==> src/design/pdu_pkg.sv <==
package pdu_pkg;

    // Largest buffer capacity honored; larger register values are clamped.
    localparam int MAX_CAPACITY = 1024;
    localparam int CAP_W        = 11;
    localparam int CNT_W        = 10;
    localparam int ACC_W        = 21;

    localparam logic [CAP_W-1:0] CAP_RESET = CAP_W'(64);
    localparam logic [CAP_W-1:0] CAP_MAX   = CAP_W'(MAX_CAPACITY);

    // Configuration register indexes.
    localparam logic REG_BUFFER_CAPACITY = 1'b0;
    localparam logic REG_OPTIONAL_MODE   = 1'b1;

    // Escape phases.
    localparam logic [1:0] ESC_NONE   = 2'd0;
    localparam logic [1:0] ESC_PCT    = 2'd1;
    localparam logic [1:0] ESC_NIBBLE = 2'd2;

    // Lone dash tracking.
    localparam logic [1:0] DASH_EMPTY = 2'd0;
    localparam logic [1:0] DASH_ONLY  = 2'd1;
    localparam logic [1:0] DASH_OTHER = 2'd2;

    localparam logic [7:0] CHAR_PERCENT = 8'h25;
    localparam logic [7:0] CHAR_DASH    = 8'h2d;

    typedef struct packed {
        logic [1:0]       escape_phase;
        logic [3:0]       high_nibble;
        logic [1:0]       continuations_left;
        logic [1:0]       sequence_length;
        logic [ACC_W-1:0] code_accumulator;
        logic [CNT_W-1:0] byte_count;
        logic             failed_flag;
        logic [1:0]       lone_dash;
    } pdu_state_t;

    typedef struct packed {
        logic             byte_valid;
        logic [7:0]       out_byte;
        logic             done_res;
        logic             accepted;
        logic [CNT_W-1:0] decoded_length;
    } pdu_result_t;

    // Returns {invalid, value} for an ASCII hex digit in either case.
    function automatic logic [4:0] hex_digit(input logic [7:0] c);
        logic [4:0] r;
        if (c >= 8'h30 && c <= 8'h39) begin
            r = {1'b0, 4'(c - 8'h30)};
        end else if (c >= 8'h61 && c <= 8'h66) begin
            r = {1'b0, 4'(c - 8'h57)};
        end else if (c >= 8'h41 && c <= 8'h46) begin
            r = {1'b0, 4'(c - 8'h37)};
        end else begin
            r = 5'h10;
        end
        return r;
    endfunction

endpackage

==> src/design/percent_decode_utf8_check_core.sv <==
// Percent-decoding string checker with UTF-8 validation.
//
// The input channel (in_valid/in_ready) carries one beat per raw byte of an
// encoded string: has_byte, text_byte and last_byte. A beat with has_byte low
// and last_byte high ends an empty string; one with both low is an idle beat.
// Every input beat yields exactly one output beat (out_valid/out_ready) with
// the decoded byte, if any, and on the last beat the accept flag and length.
// Consumers drop the bytes of a string that ends rejected.
//
// The block is a two-register pipeline: an input register, then the decode
// and check logic, then the result register. While the receiver keeps
// out_ready high, the block sustains one beat per clock cycle. When the
// receiver stalls, the result register holds and the input register fills;
// in_ready drops only when both are full, and rises again in the cycle the
// result is taken.
//
// Reset empties both registers and per-string state, sets capacity to 64 and
// optional mode off. The user writes the configuration port (cfg_we, cfg_index,
// cfg_data) only while no string is in flight; the block does not enforce it.
module percent_decode_utf8_check_core
    import pdu_pkg::*;
(
    input  logic             clk,
    input  logic             rst_n,

    input  logic             cfg_we,
    input  logic             cfg_index,
    input  logic [CAP_W-1:0] cfg_data,

    input  logic             in_valid,
    output logic             in_ready,
    input  logic             has_byte,
    input  logic [7:0]       text_byte,
    input  logic             last_byte,

    output logic             out_valid,
    input  logic             out_ready,
    output logic             byte_valid,
    output logic [7:0]       out_byte,
    output logic             done_res,
    output logic             accepted,
    output logic [CNT_W-1:0] decoded_length
);

    logic [CAP_W-1:0] capacity_reg;
    logic             optional_reg;

    logic             s1_valid_reg;
    logic             s1_has_reg;
    logic [7:0]       s1_byte_reg;
    logic             s1_last_reg;

    pdu_state_t       state_reg;
    pdu_state_t       state_next;
    pdu_result_t      result_next;
    pdu_result_t      result_reg;
    logic             out_valid_reg;

    logic             load_out;

    // The result register takes a new beat when it is empty or being drained.
    assign load_out = s1_valid_reg && (!out_valid_reg || out_ready);
    assign in_ready = !s1_valid_reg || load_out;

    always_ff @(posedge clk or negedge rst_n) begin
        if (!rst_n) begin
            capacity_reg <= CAP_RESET;
            optional_reg <= 1'b0;
        end else if (cfg_we) begin
            unique case (cfg_index)
                REG_BUFFER_CAPACITY: capacity_reg <= cfg_data;
                REG_OPTIONAL_MODE:   optional_reg <= cfg_data[0];
                default:             ;
            endcase
        end
    end

    always_ff @(posedge clk or negedge rst_n) begin
        if (!rst_n) begin
            s1_valid_reg  <= 1'b0;
            out_valid_reg <= 1'b0;
            state_reg     <= '0;
        end else begin
            if (in_ready) begin
                s1_valid_reg <= in_valid;
            end
            if (load_out) begin
                out_valid_reg <= 1'b1;
                state_reg     <= state_next;
            end else if (out_ready) begin
                out_valid_reg <= 1'b0;
            end
        end
    end

    always_ff @(posedge clk) begin
        if (in_valid && in_ready) begin
            s1_has_reg  <= has_byte;
            s1_byte_reg <= text_byte;
            s1_last_reg <= last_byte;
        end
        if (load_out) begin
            result_reg <= result_next;
        end
    end

    pdu_step u_step (
        .state_q         (state_reg),
        .has_byte        (s1_has_reg),
        .text_byte       (s1_byte_reg),
        .last_byte       (s1_last_reg),
        .buffer_capacity (capacity_reg),
        .optional_mode   (optional_reg),
        .state_d         (state_next),
        .result          (result_next)
    );

    assign out_valid      = out_valid_reg;
    assign byte_valid     = result_reg.byte_valid;
    assign out_byte       = result_reg.out_byte;
    assign done_res       = result_reg.done_res;
    assign accepted       = result_reg.accepted;
    assign decoded_length = result_reg.decoded_length;

    // A beat moved into the result register is always presented next cycle.
    a_load_presents: assert property (@(posedge clk) disable iff (!rst_n)
        load_out |=> out_valid)
        else $error("result register lost a beat");

    // The last beat of a string leaves the per-string state cleared.
    a_end_clears: assert property (@(posedge clk) disable iff (!rst_n)
        load_out && s1_last_reg |=> state_reg.byte_count == '0 &&
            state_reg.escape_phase == ESC_NONE && !state_reg.failed_flag)
        else $error("string state not cleared at end of string");

    // An empty input register never blocks the input channel.
    a_ready_when_empty: assert property (@(posedge clk) disable iff (!rst_n)
        !s1_valid_reg |-> in_ready)
        else $error("input stalled with empty input register");

    // A nonzero stored byte count never reaches the usable capacity.
    a_count_bound: assert property (@(posedge clk) disable iff (!rst_n)
        state_reg.byte_count == '0 ||
        ({1'b0, state_reg.byte_count} < capacity_reg &&
         {1'b0, state_reg.byte_count} < CAP_MAX))
        else $error("byte count beyond buffer capacity");

endmodule

==> src/design/pdu_step.sv <==
module pdu_step
    import pdu_pkg::*;
(
    input  pdu_state_t       state_q,
    input  logic             has_byte,
    input  logic [7:0]       text_byte,
    input  logic             last_byte,
    input  logic [CAP_W-1:0] buffer_capacity,
    input  logic             optional_mode,
    output pdu_state_t       state_d,
    output pdu_result_t      result
);

    always_comb begin
        pdu_state_t       nxt;
        logic             have_dec;
        logic [7:0]       dec;
        logic [4:0]       hex;
        logic [CAP_W-1:0] cap_eff;
        logic [CAP_W-1:0] count_plus;
        logic             utf_ok;
        logic [ACC_W-1:0] acc_new;
        logic [1:0]       cont_new;
        logic             ok;

        nxt        = state_q;
        have_dec   = 1'b0;
        dec        = 8'h00;
        hex        = hex_digit(text_byte);
        cap_eff    = (buffer_capacity > CAP_MAX) ? CAP_MAX : buffer_capacity;
        count_plus = {1'b0, state_q.byte_count} + CAP_W'(1);
        utf_ok     = 1'b1;
        acc_new    = {state_q.code_accumulator[ACC_W-7:0], dec[5:0]};
        cont_new   = state_q.continuations_left - 2'd1;
        ok         = 1'b0;
        result     = '0;

        if (has_byte) begin
            if (state_q.lone_dash == DASH_EMPTY && text_byte == CHAR_DASH) begin
                nxt.lone_dash = DASH_ONLY;
            end else begin
                nxt.lone_dash = DASH_OTHER;
            end

            if (state_q.escape_phase == ESC_PCT) begin
                if (hex[4]) begin
                    nxt.failed_flag  = 1'b1;
                    nxt.escape_phase = ESC_NONE;
                end else begin
                    nxt.high_nibble  = hex[3:0];
                    nxt.escape_phase = ESC_NIBBLE;
                end
            end else if (state_q.escape_phase == ESC_NIBBLE) begin
                nxt.escape_phase = ESC_NONE;
                if (hex[4]) begin
                    nxt.failed_flag = 1'b1;
                end else begin
                    dec      = {state_q.high_nibble, hex[3:0]};
                    have_dec = 1'b1;
                end
            end else if (text_byte == CHAR_PERCENT) begin
                nxt.escape_phase = ESC_PCT;
            end else begin
                dec      = text_byte;
                have_dec = 1'b1;
            end

            acc_new = {state_q.code_accumulator[ACC_W-7:0], dec[5:0]};

            if (have_dec && !nxt.failed_flag) begin
                if (count_plus >= cap_eff) begin
                    nxt.failed_flag = 1'b1;
                end else begin
                    nxt.byte_count    = state_q.byte_count + CNT_W'(1);
                    result.byte_valid = 1'b1;
                    result.out_byte   = dec;

                    // UTF-8 check of the decoded byte.
                    if (state_q.continuations_left == 2'd0) begin
                        if (!dec[7]) begin
                            utf_ok = !(dec < 8'h20 || dec == 8'h7f);
                        end else if (dec >= 8'hc2 && dec <= 8'hdf) begin
                            nxt.code_accumulator   = ACC_W'(dec[4:0]);
                            nxt.continuations_left = 2'd1;
                            nxt.sequence_length    = 2'd1;
                        end else if (dec >= 8'he0 && dec <= 8'hef) begin
                            nxt.code_accumulator   = ACC_W'(dec[3:0]);
                            nxt.continuations_left = 2'd2;
                            nxt.sequence_length    = 2'd2;
                        end else if (dec >= 8'hf0 && dec <= 8'hf4) begin
                            nxt.code_accumulator   = ACC_W'(dec[2:0]);
                            nxt.continuations_left = 2'd3;
                            nxt.sequence_length    = 2'd3;
                        end else begin
                            utf_ok = 1'b0;
                        end
                    end else if (dec[7:6] != 2'b10) begin
                        utf_ok = 1'b0;
                    end else begin
                        nxt.code_accumulator   = acc_new;
                        nxt.continuations_left = cont_new;
                        if (cont_new == 2'd0) begin
                            if ((state_q.sequence_length == 2'd2 &&
                                 acc_new < ACC_W'(24'h000800)) ||
                                (state_q.sequence_length == 2'd3 &&
                                 acc_new < ACC_W'(24'h010000)) ||
                                (acc_new >= ACC_W'(24'h00d800) &&
                                 acc_new <= ACC_W'(24'h00dfff)) ||
                                acc_new > ACC_W'(24'h10ffff)) begin
                                utf_ok = 1'b0;
                            end
                        end
                    end

                    if (!utf_ok) begin
                        nxt.failed_flag = 1'b1;
                    end
                end
            end
        end

        if (last_byte) begin
            ok = !nxt.failed_flag && nxt.escape_phase == ESC_NONE &&
                 nxt.continuations_left == 2'd0 &&
                 !(!optional_mode && nxt.byte_count == '0);
            result.done_res       = 1'b1;
            result.decoded_length = nxt.byte_count;
            if (optional_mode && nxt.lone_dash == DASH_ONLY) begin
                ok                    = 1'b1;
                result.decoded_length = '0;
            end
            result.accepted = ok;
            nxt             = '0;
        end

        state_d = nxt;
    end

endmodule

==> config.mk <==
export PLATFORM = sky130hd
export DESIGN_NAME = percent_decode_utf8_check_core
export DESIGN_NICKNAME = d
export VERILOG_FILES = /design/src/design/pdu_pkg.sv /design/src/design/percent_decode_utf8_check_core.sv /design/src/design/pdu_step.sv
export SDC_FILE = /design/constraint.sdc
export NUM_CORES = 1
export LEC_CHECK = 0
export BUFFER_PORTS_ARGS = -buffer_cell sky130_fd_sc_hd__buf_2
export CAP_MARGIN = 0
export CORE_UTILIZATION = 35
export CTS_CLUSTER_SIZE = 40
export DETAILED_ROUTE_END_ITERATION = 7
export GPL_TIMING_DRIVEN = 0
export PLACE_DENSITY = 0.6
export REMOVE_ABC_BUFFERS = 1
export SYNTH_ARGS = -nofsm -noshare
export SYNTH_HDL_FRONTEND = slang
export SYNTH_SLANG_ARGS = --single-unit
==> constraint.sdc <==
create_clock -name clk -period 11 [get_ports clk]
set_input_delay 2.2 -clock clk [delete_from_list [all_inputs] [get_ports clk]]
set_output_delay 2.2 -clock clk [all_outputs]
set_load 0.05 [all_outputs]
Word level (Yosys, flattened, before mapping) --
Index checks and enable logic that the tools add are counted.
Storage, ports and cells: bits of input ports 27, flip-flop bits (word level) 83, output and inout port bits 23, word-level logic and storage cells 173
Operators by class: magnitude comparators 20, bitwise operators 4, reduce and logical (&&, ||, !) cells 52, $add $sub $neg 6, multiplexer cells 57, equality and inequality tests 14
Operators with widths (count):
- 25-bit two-way mux | 4
- 44-bit two-way mux | 2
- 21-bit two-way mux | 2
- 8-bit two-way mux | 5
- 36-bit two-way mux | 1
- 35-bit two-way mux | 1
- 1-bit two-way mux | 25
- 8-bit >= comparator (second input constant) | 3
- 8-bit <= comparator (second input constant) | 3
- 21-bit by 16-bit >= comparator with 1-bit output (second input constant) | 1
- 21-bit greater-than comparator (second input constant) | 1
- 21-bit by 16-bit <= comparator with 1-bit output (second input constant) | 1
- 21-bit by 12-bit < comparator with 1-bit output (second input constant) | 1
- 21-bit by 17-bit < comparator with 1-bit output (second input constant) | 1
- 1-bit logical AND | 18
- 8-bit by 6-bit equality test with 1-bit output (second input constant) | 2
- 8-bit by 7-bit >= comparator with 1-bit output (second input constant) | 2
- 8-bit by 7-bit <= comparator with 1-bit output (second input constant) | 2
- 2-bit two-way mux | 8
- 5-bit two-way mux | 3
- 7-bit AND reduction | 2
- 12-bit two-way mux | 1
- 2-bit nonzero test | 6
- 10-bit by 1-bit adder with 11-bit output (second input constant) | 1
- other kinds (29) | 57

Longest topological paths before layout --
Gate-level depths: netlist of the first run.
depth after elaboration 31, mapped depth 17

By module --
From an unflattened synthesis of the first run, not the netlist that was laid out.
Unflattened totals: cells, all modules 526, area, all modules 5622.9 um^2
By module, submodules not included:
- percent_decode_utf8_check_core | instances 1, area an instance 3278.1 um^2, cells an instance 159
- pdu_step | instances 1, area an instance 2344.7 um^2, cells an instance 367

Least setup slack after synthesis of the first run --
OpenSTA, ideal clock, no wires.
kind input to output, from input port out_ready, to output port in_ready, path slack 6117 ps, arrival time 2683 ps, cell stages on the path 1, path through nand3b_1
Between the ends: cells in the longest elaborated chain, start to end 3
Ends and longest elaborated chain:
- start: declaration | RTL line percent_decode_utf8_check_core.sv:37 | input logic out_ready,
- 1-bit logical OR | RTL line percent_decode_utf8_check_core.sv:62 | assign load_out = s1_valid_reg && (!out_valid_reg || out_ready);
- 1-bit logical AND | RTL line percent_decode_utf8_check_core.sv:62
- 1-bit logical OR | RTL line percent_decode_utf8_check_core.sv:63 | assign in_ready = !s1_valid_reg || load_out;
- end: declaration | RTL line percent_decode_utf8_check_core.sv:31 | output logic in_ready,
Every way passes these cells.

Worst setup path after layout of the first run --
from register state_reg[3] (netlist bit), to register result_reg, in the netlist accepted, data pin
Between the ends: cells in the longest elaborated chain, start to end 10
Ends and longest elaborated chain:
- start: declaration | RTL line percent_decode_utf8_check_core.sv:53 | pdu_state_t state_reg;
- start signal: assignment | RTL line percent_decode_utf8_check_core.sv:89 | state_reg <= state_next;
- 10-bit by 1-bit adder with 11-bit output | RTL line pdu_step.sv:31 | count_plus = {1'b0, state_q.byte_count} + CAP_W'(1);
- 11-bit >= comparator | RTL line pdu_step.sv:71 | if (count_plus >= cap_eff) begin
- 35-bit two-way mux / 1-bit two-way mux (equally long branches) | RTL line pdu_step.sv:71
- 36-bit two-way mux | RTL line pdu_step.sv:70 | if (have_dec && !nxt.failed_flag) begin
- 44-bit two-way mux * | RTL line pdu_step.sv:38 | if (has_byte) begin
- 10-bit zero test / 1-bit zero test (equally long branches) | RTL line pdu_step.sv:125, pdu_step.sv:123
- 1-bit logical AND (on tied branches) | RTL line pdu_step.sv:125, pdu_step.sv:123
- 1-bit zero test / 1-bit logical AND (equally long branches) | RTL line pdu_step.sv:125, pdu_step.sv:123
- 1-bit logical AND * | RTL line pdu_step.sv:124 | nxt.continuations_left == 2'd0 &&
- 1-bit two-way mux * | RTL line pdu_step.sv:128 | if (optional_mode && nxt.lone_dash == DASH_ONLY) begin
- end signal: assignment | RTL line percent_decode_utf8_check_core.sv:103 | result_reg <= result_next;
- end: declaration | RTL line percent_decode_utf8_check_core.sv:56 | pdu_result_t result_reg;
Mark *: on every way between the ends. The rest lies on a longest branch, timed or not. The select of a mux whose other input is x is not followed. A chain may end at the register's enable or synchronous reset.

==> flow_summary.ini, run 1 <==
[cells_and_area]
multi_input_area_sq_mm = 0.00236
drive_gt1_frac = 0.171
antenna_cells = 0
fill_cells = 1315
largest_reg_flops = 38
regArea_sq_mm = 0.00223
fin_cells = 713
layout.nets = 576
area_delta_synth_final_pct = 14.8
utilization = 0.412

[yosys]
ys_seq_area_frac = 0.470
synth_edf_count = 31
synth_seq_cells = 83
synth.top_cell.area_share = 0.268
synth_warnings = 0
yosysUniqueCellTypes = 69
syn-instance-count = 500
syn_avg_cell_area_sq_um = 9.51
synth_area_leader_cell = dfrtp_1
synth_ff_type = dfrtp_1
netlist_top_cells_area = dfrtp_1 27%, edfxtp_1 20%, nand2_1 6.1%
synthArstFlopShare = 0.627
synth_most_common_cell = nand2_1
syn_area_sq_mm = 0.00475
synthTopCellsByCount = 77 x nand2_1, 51 x dfrtp_1, 44 x nor2_1

[global_route]
grt-ovfl-total = 0
grt_use_met2 = 0.250
use_met1 = 0.206
grt_use_met3 = 0.0212
grt_pass1_vias = 3603
grt_use_total = 0.156
busiest_layer = met2
antenna_found_initial = 0
grt_max_degree = 53
grt_pass1_wl_mm = 17.4

[worst_setup_path]
cp_max_fo = 24
cp_cell_sequence = ha_1, and3_1, nand3_1, nor2_1, xor2_1, ha_1, a211o_1, a211o_1, o2111ai_1, nand3_1, inv_1, a32oi_1, a2111oi_0, a32o_1
worst_r2r_path_depth = 14
crit_path_end = accepted$_SDFFCE_PN0P_
criticalPathCategory = reg -> reg
r2r_end = accepted$_SDFFCE_PN0P_
r2r_start = state_reg[3]$_DFFE_PN0P_
max_stage_delay_ns = 0.72
arrival_ns = 5.72
cp-end-kind = register
reg2reg_slack_ns = 5.48
start_kind = register
crit_required_ns = 11.20
cpMaxStageDelayCell = nand3_1
worstSetupStartpoint = state_reg[3]$_DFFE_PN0P_

[route]
finalWirelength_mm = 10.5
post-route-drc-count = 0
wl_per_cell_um = 14.7
avgViaCountPerCell = 5.26
drtAntennaViolNets = 0
vias = 3748
firstDrtPassIters = 4
drtIter0Drc = 156

[die]
coreArea_sq_mm = 0.0132
start_util = 0.359
dieArea_sq_mm = 0.0141
std_cell_rows = 42
die_w_um = 119
io_pins = 50
die_h_um = 119

[place]
portBuffers = 49
hpwl_mm = 7.50
dp_cells = 697
routabilityCongestion = 0.849

[min_path]
hold_path.class = reg -> reg
min_from = state_reg[39]$_DFFE_PN0P_

[clock_network]
cts_tree = built
ctsHoldBuffers = 0
insertion_delay_ns = 0.35
cts_num_sinks = 83
numCtsBuffers = 9
clock_path_buffers = 2
h-tree-depth = 3
cts.clk_slew.worst_paths_ns = 0.06
cts_setup_buffers = 0
ctsResizeCount = 0
clock-root-buffer = clkbuf_16

[pwr]
vdd_drop_max_v = 0.0000927
p_leak_nw = 2.25
p_per_area_mw_per_mm2 = 174

[run_status]
status = completed

[timing]
min_period_ns = 5.52
fin_skew_ns = 0.00513
worst-slew-pin-transition_ns = 1.21
setup_viol = 0
finalMaxSlewViolations = 0
fmax_mhz = 181
relSlewSlack = 0.195
setup_tns_ns = 0
grt_setup_unrepaired = false
final_hold_viol_count = 0
min_period_over_period = 0.502

[flow_run]
drv_cap = 0
worst max-delay path: cells and delay by family, from the launching register on:
| family | cells | cell delay [ns] |
|---|---|---|
| AOI/OAI and AO/OA | 6 | 1.82 |
| adders and majority gates | 2 | 0.59 |
| and+or+nand+nor | 4 | 1.46 |
| xor gates and xnor gates | 1 | 0.25 |
| buffers and inverters | 1 | 0.71 |
| DFF | 1 | 0.54 |
cell usage in the layout, fill, tap and decap left out, drive strengths merged, types with 3 or more instances in the layout:
cell type / Yosys / final
edfxtp: 31 / 31
nor3b: 5 / 5
nor2: 44 / 44
mux2i: 6 / 6
dfrtp: 51 / 51
o21ai: 37 / 37
clkinv: 1 / 4
inv: 11 / 11
a31oi: 3 / 3
xor2: 7 / 7
mux2: 14 / 14
nor3: 16 / 16
nor4: 6 / 6
o31ai: 5 / 5
a22oi: 3 / 3
a21o: 3 / 3
ha: 17 / 17
and2: 3 / 3
clkbuf: 22 / 12
nand2b: 12 / 12
a21boi: 3 / 3
o41ai: 6 / 6
a211oi: 5 / 5
and3: 4 / 4
nor2b: 7 / 7
a211o: 3 / 3
nand3: 12 / 12
a21oi: 27 / 27
buf: 7 / 50
xnor2: 13 / 13
nand2: 77 / 77
through the flow:
step	hold slack [ns]	total power [mW]	setup WS (ns)	cell area, sq um
2_1_floorplan	0.435	0.554	6.05	4630
3_3_place_gp	0.453	0.610	4.82	5100
3_5_place_dp	0.462	0.618	5.51	5120
4_1_cts	0.476	0.956	5.53	5460
5_1_grt	0.520	0.995	4.99	5460
6_report	0.476	0.949	5.48	5460
how the worst min path moves through the flow:
| stage | cells past startpoint | endpoint |
|---|---|---|
| after global routing | 2 | state_reg[39]$_DFFE_PN0P_ |
| after global placement | 2 | state_reg[40]$_DFFE_PN0P_ |
| after CTS | 2 | state_reg[39]$_DFFE_PN0P_ |
| final | 2 | state_reg[39]$_DFFE_PN0P_ |
| after floorplan | 2 | state_reg[39]$_DFFE_PN0P_ |
| after detailed placement | 2 | state_reg[39]$_DFFE_PN0P_ |
cell type report:
class,count,share of cell area
clock buffers,12,0.0529
clock inverters,4,0.00963
inverters,12,0.00825
multi-input cells,376,0.432
flip-flops and latches,83,0.409
well taps,176,0.0403
repair buffers,50,0.0477
cells by family (layout without fill, tap and decap cells):
kind of cell    after synthesis  in the layout  synth area share
simple gates                201            201             0.206
compound gates              118            118             0.162
flops                        83             83             0.470
buf+inv                      41             78            0.0347
xor+xnor                     20             20            0.0369
mux                          20             20            0.0458
fa+ha+maj                    17             17            0.0447
power by group:
| part | switching, mW | total (mW) | internal [mW] |
|---|---|---|---|
| Sequential | 0.0333 | 0.391 | 0.358 |
| Combinational | 0.141 | 0.220 | 0.0798 |
| Clock | 0.127 | 0.337 | 0.210 |
| Total | 0.301 | 0.949 | 0.647 |
per-layer routing:
| layer | vias to the layer above | routed length [um] |
|---|---|---|
| li1 | 1871 | - |
| met1 | 1801 | 5180 |
| met2 | 62 | 4850 |
| met3 | 14 | 284 |
| met4 | 0 | 174 |
| met5 | - | 0 |
Power figures use the tool's default switching activity.
==> inputs of run 2 (changes only) <==
clock period = 5.3 ns   (was 11 ns; I/O delays follow)
==> flow_summary.ini, run 2 (synthesis results as in run 1) <==
[run_status]
status = completed

[cells_and_area]
fin_cells = 713
utilization = 0.413
mostFrequentLayoutCell = nand2_1
area_delta_synth_final_pct = 15.2
layout.nets = 576
antenna_cells = 0
largest_reg_flops = 38
postLayoutCellArea_sq_mm = 0.00548
drive_gt1_frac = 0.175
fill_cells = 1315
final_cell_mix = 77 x nand2_1, 51 x dfrtp_1, 49 x buf_2

[flow_run]
drv_cap = 0

[route]
avgViaCountPerCell = 5.28
wl_per_cell_um = 14.7
finalWirelength_mm = 10.5
drtAntennaViolNets = 0
drtIter0Drc = 203
post-route-drc-count = 0
vias = 3763
firstDrtPassIters = 4

[timing]
setup_tns_ns = 0
worst-slew-pin-transition_ns = 1.21
relSlewSlack = 0.191
min_period_over_period = 0.916
fin_skew_ns = 0.00458
finalMaxSlewViolations = 0
worst_slack_ns = 0.444
final_hold_viol_count = 0
min_period_ns = 4.86
grt_setup_unrepaired = false
whs_ns = 0.478
setup_viol = 0
fmax_mhz = 206

[worst_setup_path]
r2r_start = state_reg[3]$_DFFE_PN0P_
r2r_end = accepted$_SDFFCE_PN0P_
cpMaxStageDelayCell = dfrtp_1
worst_r2r_path_depth = 14
cp_max_fo = 24
cp-end-kind = register
reg2reg_slack_ns = 0.44
start_kind = register
arrival_ns = 5.05
crit_required_ns = 5.50
path_buf_inv = 1
max_stage_delay_ns = 0.55
criticalPathCategory = reg -> reg
cp_cell_sequence = ha_1, and3_1, nand3_1, nor2_1, xor2_1, ha_1, a211o_1, a211o_1, o2111ai_1, nand3_4, clkinvlp_4, a32oi_1, a2111oi_0, a32o_1
worstSetupStartpoint = state_reg[3]$_DFFE_PN0P_
crit_family = compound AO/OA/AOI/OAI gates

[pwr]
power_mw = 1.97
p_per_area_mw_per_mm2 = 360
vdd_drop_max_v = 0.000192
p_leak_nw = 2.25

[global_route]
grt_max_degree = 53
grt-ovfl-total = 0
grt_pass1_wl_mm = 17.4
grt_pass1_vias = 3604
antenna_found_initial = 0
grt_use_total = 0.156

[clock_network]
cts.clk_slew.worst_paths_ns = 0.06
insertion_delay_ns = 0.34
cts_tree = built
numCtsBuffers = 9
clock_path_buffers = 2
clock-root-buffer = clkbuf_16
h-tree-depth = 3
cts_num_sinks = 83

[place]
routabilityCongestion = 0.849
portBuffers = 49
dp_cells = 697
dpl_cell_area_sq_mm = 0.00512
dp_slack_ns = -0.138
hpwl_mm = 7.50

[min_path]
whs_endpoint = state_reg[40]$_DFFE_PN0P_
hold_depth = 2
min_from = state_reg[40]$_DFFE_PN0P_
hold_path.class = reg -> reg

[die]
std_cell_rows = 42
start_util = 0.359
dieArea_sq_mm = 0.0141
coreArea_sq_mm = 0.0132
die_w_um = 119
die_h_um = 119
io_pins = 50
run 2: changes by cell type in the layout (fill, tap and decap cells not counted):
| cell | before | now |
|---|---|---|
| clkinvlp_4 | 0 | 1 |
| nand3_4 | 0 | 1 |
| nand3_1 | 12 | 11 |
| inv_1 | 11 | 10 |
run 2: area by class of cell:
class	count	area [sq um]	area share
clock buffer	12	289	0.0528
clock inverter	4	52.6	0.00960
inverter	12	48.8	0.00891
multi-input combinational	376	2370	0.433
sequential	83	2230	0.408
tap	176	220	0.0402
timing repair buffer	50	260	0.0475
run 2: worst max-delay path by stage:
stage	to	slack (ns)	depth (start not counted)
after CTS	accepted$_SDFFCE_PN0P_	0.19	14
final	accepted$_SDFFCE_PN0P_	0.44	14
after global routing	accepted$_SDFFCE_PN0P_	0.12	14
after floorplan	state_reg[16]$_DFFE_PN0P_	0.94	13
after detailed placement	accepted$_SDFFCE_PN0P_	-0.14	14
after global placement	accepted$_SDFFCE_PN0P_	-0.15	14
run 2: repair_timing:
item                       CTS  global route
hold buffers                 0             0
setup endpoints to repair    1             3
gates cloned                 0             0
gates resized for setup      1             2
buffers inserted             0             0
pin swaps                    0             0
run 2: worst reg2reg max path, stage by stage, from the launching register on:
cell and delay [ns]:
dfrtp_1 0.55, ha_1 0.32, and3_1 0.31, nand3_1 0.17, nor2_1 0.26, xor2_1 0.25
ha_1 0.28, a211o_1 0.27, a211o_1 0.27, o2111ai_1 0.39, nand3_4 0.35, clkinvlp_4 0.37
a32oi_1 0.18, a2111oi_0 0.48, a32o_1 0.27
run 2: per-layer routing:
metal	GRT usage	vias up	part of all wire
met1	0.206	1804	0.49
met4	0.0799	0	0.023
met3	0.0212	16	0.028
met2	0.250	68	0.46
li1	-	1875	-
met5	0	-	0
run 2: report_power, final:
| group | switching [mW] | internal (mW) | leakage [nW] | total [mW] |
|---|---|---|---|---|
| logic | 0.295 | 0.167 | 1.09 | 0.462 |
| registers | 0.0696 | 0.742 | 0.987 | 0.812 |
| clock network | 0.263 | 0.436 | 0.169 | 0.699 |
| total | 0.628 | 1.35 | 2.25 | 1.97 |
==> inputs of run 3 (changes only) <==
RECOVER_POWER = 50   (was not set)
SYNTH_HIERARCHICAL = 1   (was not set)
==> flow_summary.ini, run 3 <==
[clock_network]
clock_path_buffers = 2
ctsResizeCount = 0
cts_num_sinks = 83
insertion_delay_ns = 0.34
cts_tree = built
h-tree-depth = 3
numCtsBuffers = 9
clock-root-buffer = clkbuf_16
cts.clk_slew.worst_paths_ns = 0.06

[worst_setup_path]
start_kind = register
cpMaxStageDelayCell = and3_1
cp_cell_sequence = ha_1, and3_1, and3_1, and3_1, xor2_1, ha_1, a211o_1, a211o_1, a41oi_1, o211ai_1, inv_2, and3_1, mux2_2, o32ai_1, o31ai_2
crit_required_ns = 5.46
arrival_ns = 5.06
max_stage_delay_ns = 0.56
cp_max_fo = 18
critPathMostFrequentCell = and3_1
path_buf_inv = 1
cp-end-kind = register
crit_family = compound AO/OA/AOI/OAI gates
criticalPathCategory = reg -> reg

[cells_and_area]
fin_cells = 723
layout.nets = 578
drive_gt1_frac = 0.217
area_delta_synth_final_pct = 11.3
largest_reg_flops = 38
mostFrequentLayoutCell = nor2_1
final_cell_mix = 54 x nor2_1, 51 x dfrtp_1, 40 x nand2_1
antenna_cells = 0

[global_route]
grt_use_total = 0.162
antenna_found_initial = 0
grt_pass1_wl_mm = 20.2
grt-ovfl-total = 0
grt_pass1_vias = 3997
grt_max_degree = 53

[route]
avgViaCountPerCell = 5.49
top_layer_used = met4
wl_met2_mm = 5.84
post-route-drc-count = 2
finalWirelength_mm = 12.2
vias = 3967
drt-met1-wl_mm = 5.54
firstDrtPassIters = 7
wl_met3_um = 559
drtIter0Drc = 291
wl_per_cell_um = 16.8
drtAntennaViolNets = 0

[timing]
fmax_mhz = 204
fin_skew_ns = 0.00637
relSlewSlack = -0.335
min_period_ns = 4.90
min_period_over_period = 0.925
finalMaxSlewViolations = 37
setup_viol = 0
worst_slack_ns = 0.398
grt_setup_unrepaired = false
worst-slew-pin-transition_ns = 2.00
final_hold_viol_count = 0

[die]
std_cell_rows = 44
die_w_um = 125
start_util = 0.362
dieArea_sq_mm = 0.0157
io_pins = 50
die_h_um = 125
coreArea_sq_mm = 0.0147

[yosys]
syn_area_sq_mm = 0.00532
synth_warnings = 6
syn-instance-count = 502
syn_avg_cell_area_sq_um = 10.6

[place]
dp_slack_ns = -0.146
hpwl_mm = 8.56
routabilityCongestion = 0.901
dp_cells = 705
portBuffers = 49

[pwr]
power_mw = 1.76
vdd_drop_max_v = 0.000154
p_leak_nw = 2.52
p_per_area_mw_per_mm2 = 298

[flow_run]
drv_cap = 1

[run_status]
status = finished, violations left
violations = DRC, capacitance limit, slew limit

[min_path]
hold_path.class = reg -> reg
==> run 3: cell types whose count changed in the layout (fill, tap and decap cells not counted), sizes merged, moves of 9 or more <==
cell	before	now
buf	50	32
mux2	14	52
clkbuf	12	30
o21ai	37	17
nor2	44	55
a21oi	27	18
nand2	77	41
==> run 3: worst paths after layout <==
kind	from	to	slack (ns)	cells after the start
setup / recovery	state_reg[3]$_DFFE_PN0P_	accepted$_DFFE_PP_	0.40	15
hold / removal	capacity_reg[0]$_DFFE_PN0P_	capacity_reg[0]$_DFFE_PN0P_	0.51	1
setup reg to reg	state_reg[3]$_DFFE_PN0P_	accepted$_DFFE_PP_	0.40	15
hold reg to reg	capacity_reg[0]$_DFFE_PN0P_	capacity_reg[0]$_DFFE_PN0P_	0.51	1
max in group asynchronous	rst_n	state_reg[21]$_DFFE_PN0P_	2.05	2
min in group asynchronous	rst_n	state_reg[3]$_DFFE_PN0P_	0.86	1
==> run 3: what timing repair did <==
item / 4_1_cts / 5_1_grt
setup buffers: 1 / 0
hold buffers: 0 / 0
endpoints found under the setup margin: 1 / 0
==> run 3: worst register-to-register path, stage by stage, from the launching register on <==
cell      delay, ns
dfrtp_1        0.52
ha_1           0.29
and3_1         0.24
and3_1         0.27
and3_1         0.24
xor2_1         0.20
ha_1           0.27
a211o_1        0.29
a211o_1        0.28
a41oi_1        0.31
o211ai_1       0.25
inv_2          0.32
and3_1         0.56
mux2_2         0.28
o32ai_1        0.11
o31ai_2        0.29
==> run 3: area by class of cell <==
type	count	area, sq um
Clock inverter	6	38.8
Fill cell	1420	8780
Inverter	11	41.3
Tap cell	184	230
Sequential cell	83	2230
Clock buffer	10	239
Multi-Input combinational cell	377	2880
Timing Repair Buffer	52	260
==> run 3: layer usage <==
layer,vias to the layer above,global-route usage
met4,0,0.0631
met5,-,0
met1,1930,0.205
met2,101,0.267
met3,21,0.0389
li1,1915,-
==> run 3: report_power, final <==
part           internal (mW)  switching [mW]  total, mW
Sequential             0.728          0.0489      0.777
Combinational          0.146           0.254      0.400
Clock                  0.329           0.257      0.586
Total                   1.20           0.560       1.76
==> run 3: stage by stage <==
stage	cell area, sq um	hold slack, ns	TNS (ns)	utilization
2_1_floorplan	5160	0.473	0	-
3_3_place_gp	5630	0.485	-0.0508	0.383
3_5_place_dp	5660	0.499	-0.146	0.385
4_1_cts	5950	0.513	0	0.404
5_1_grt	5920	0.520	0	0.403
6_report	5920	0.507	0	0.403
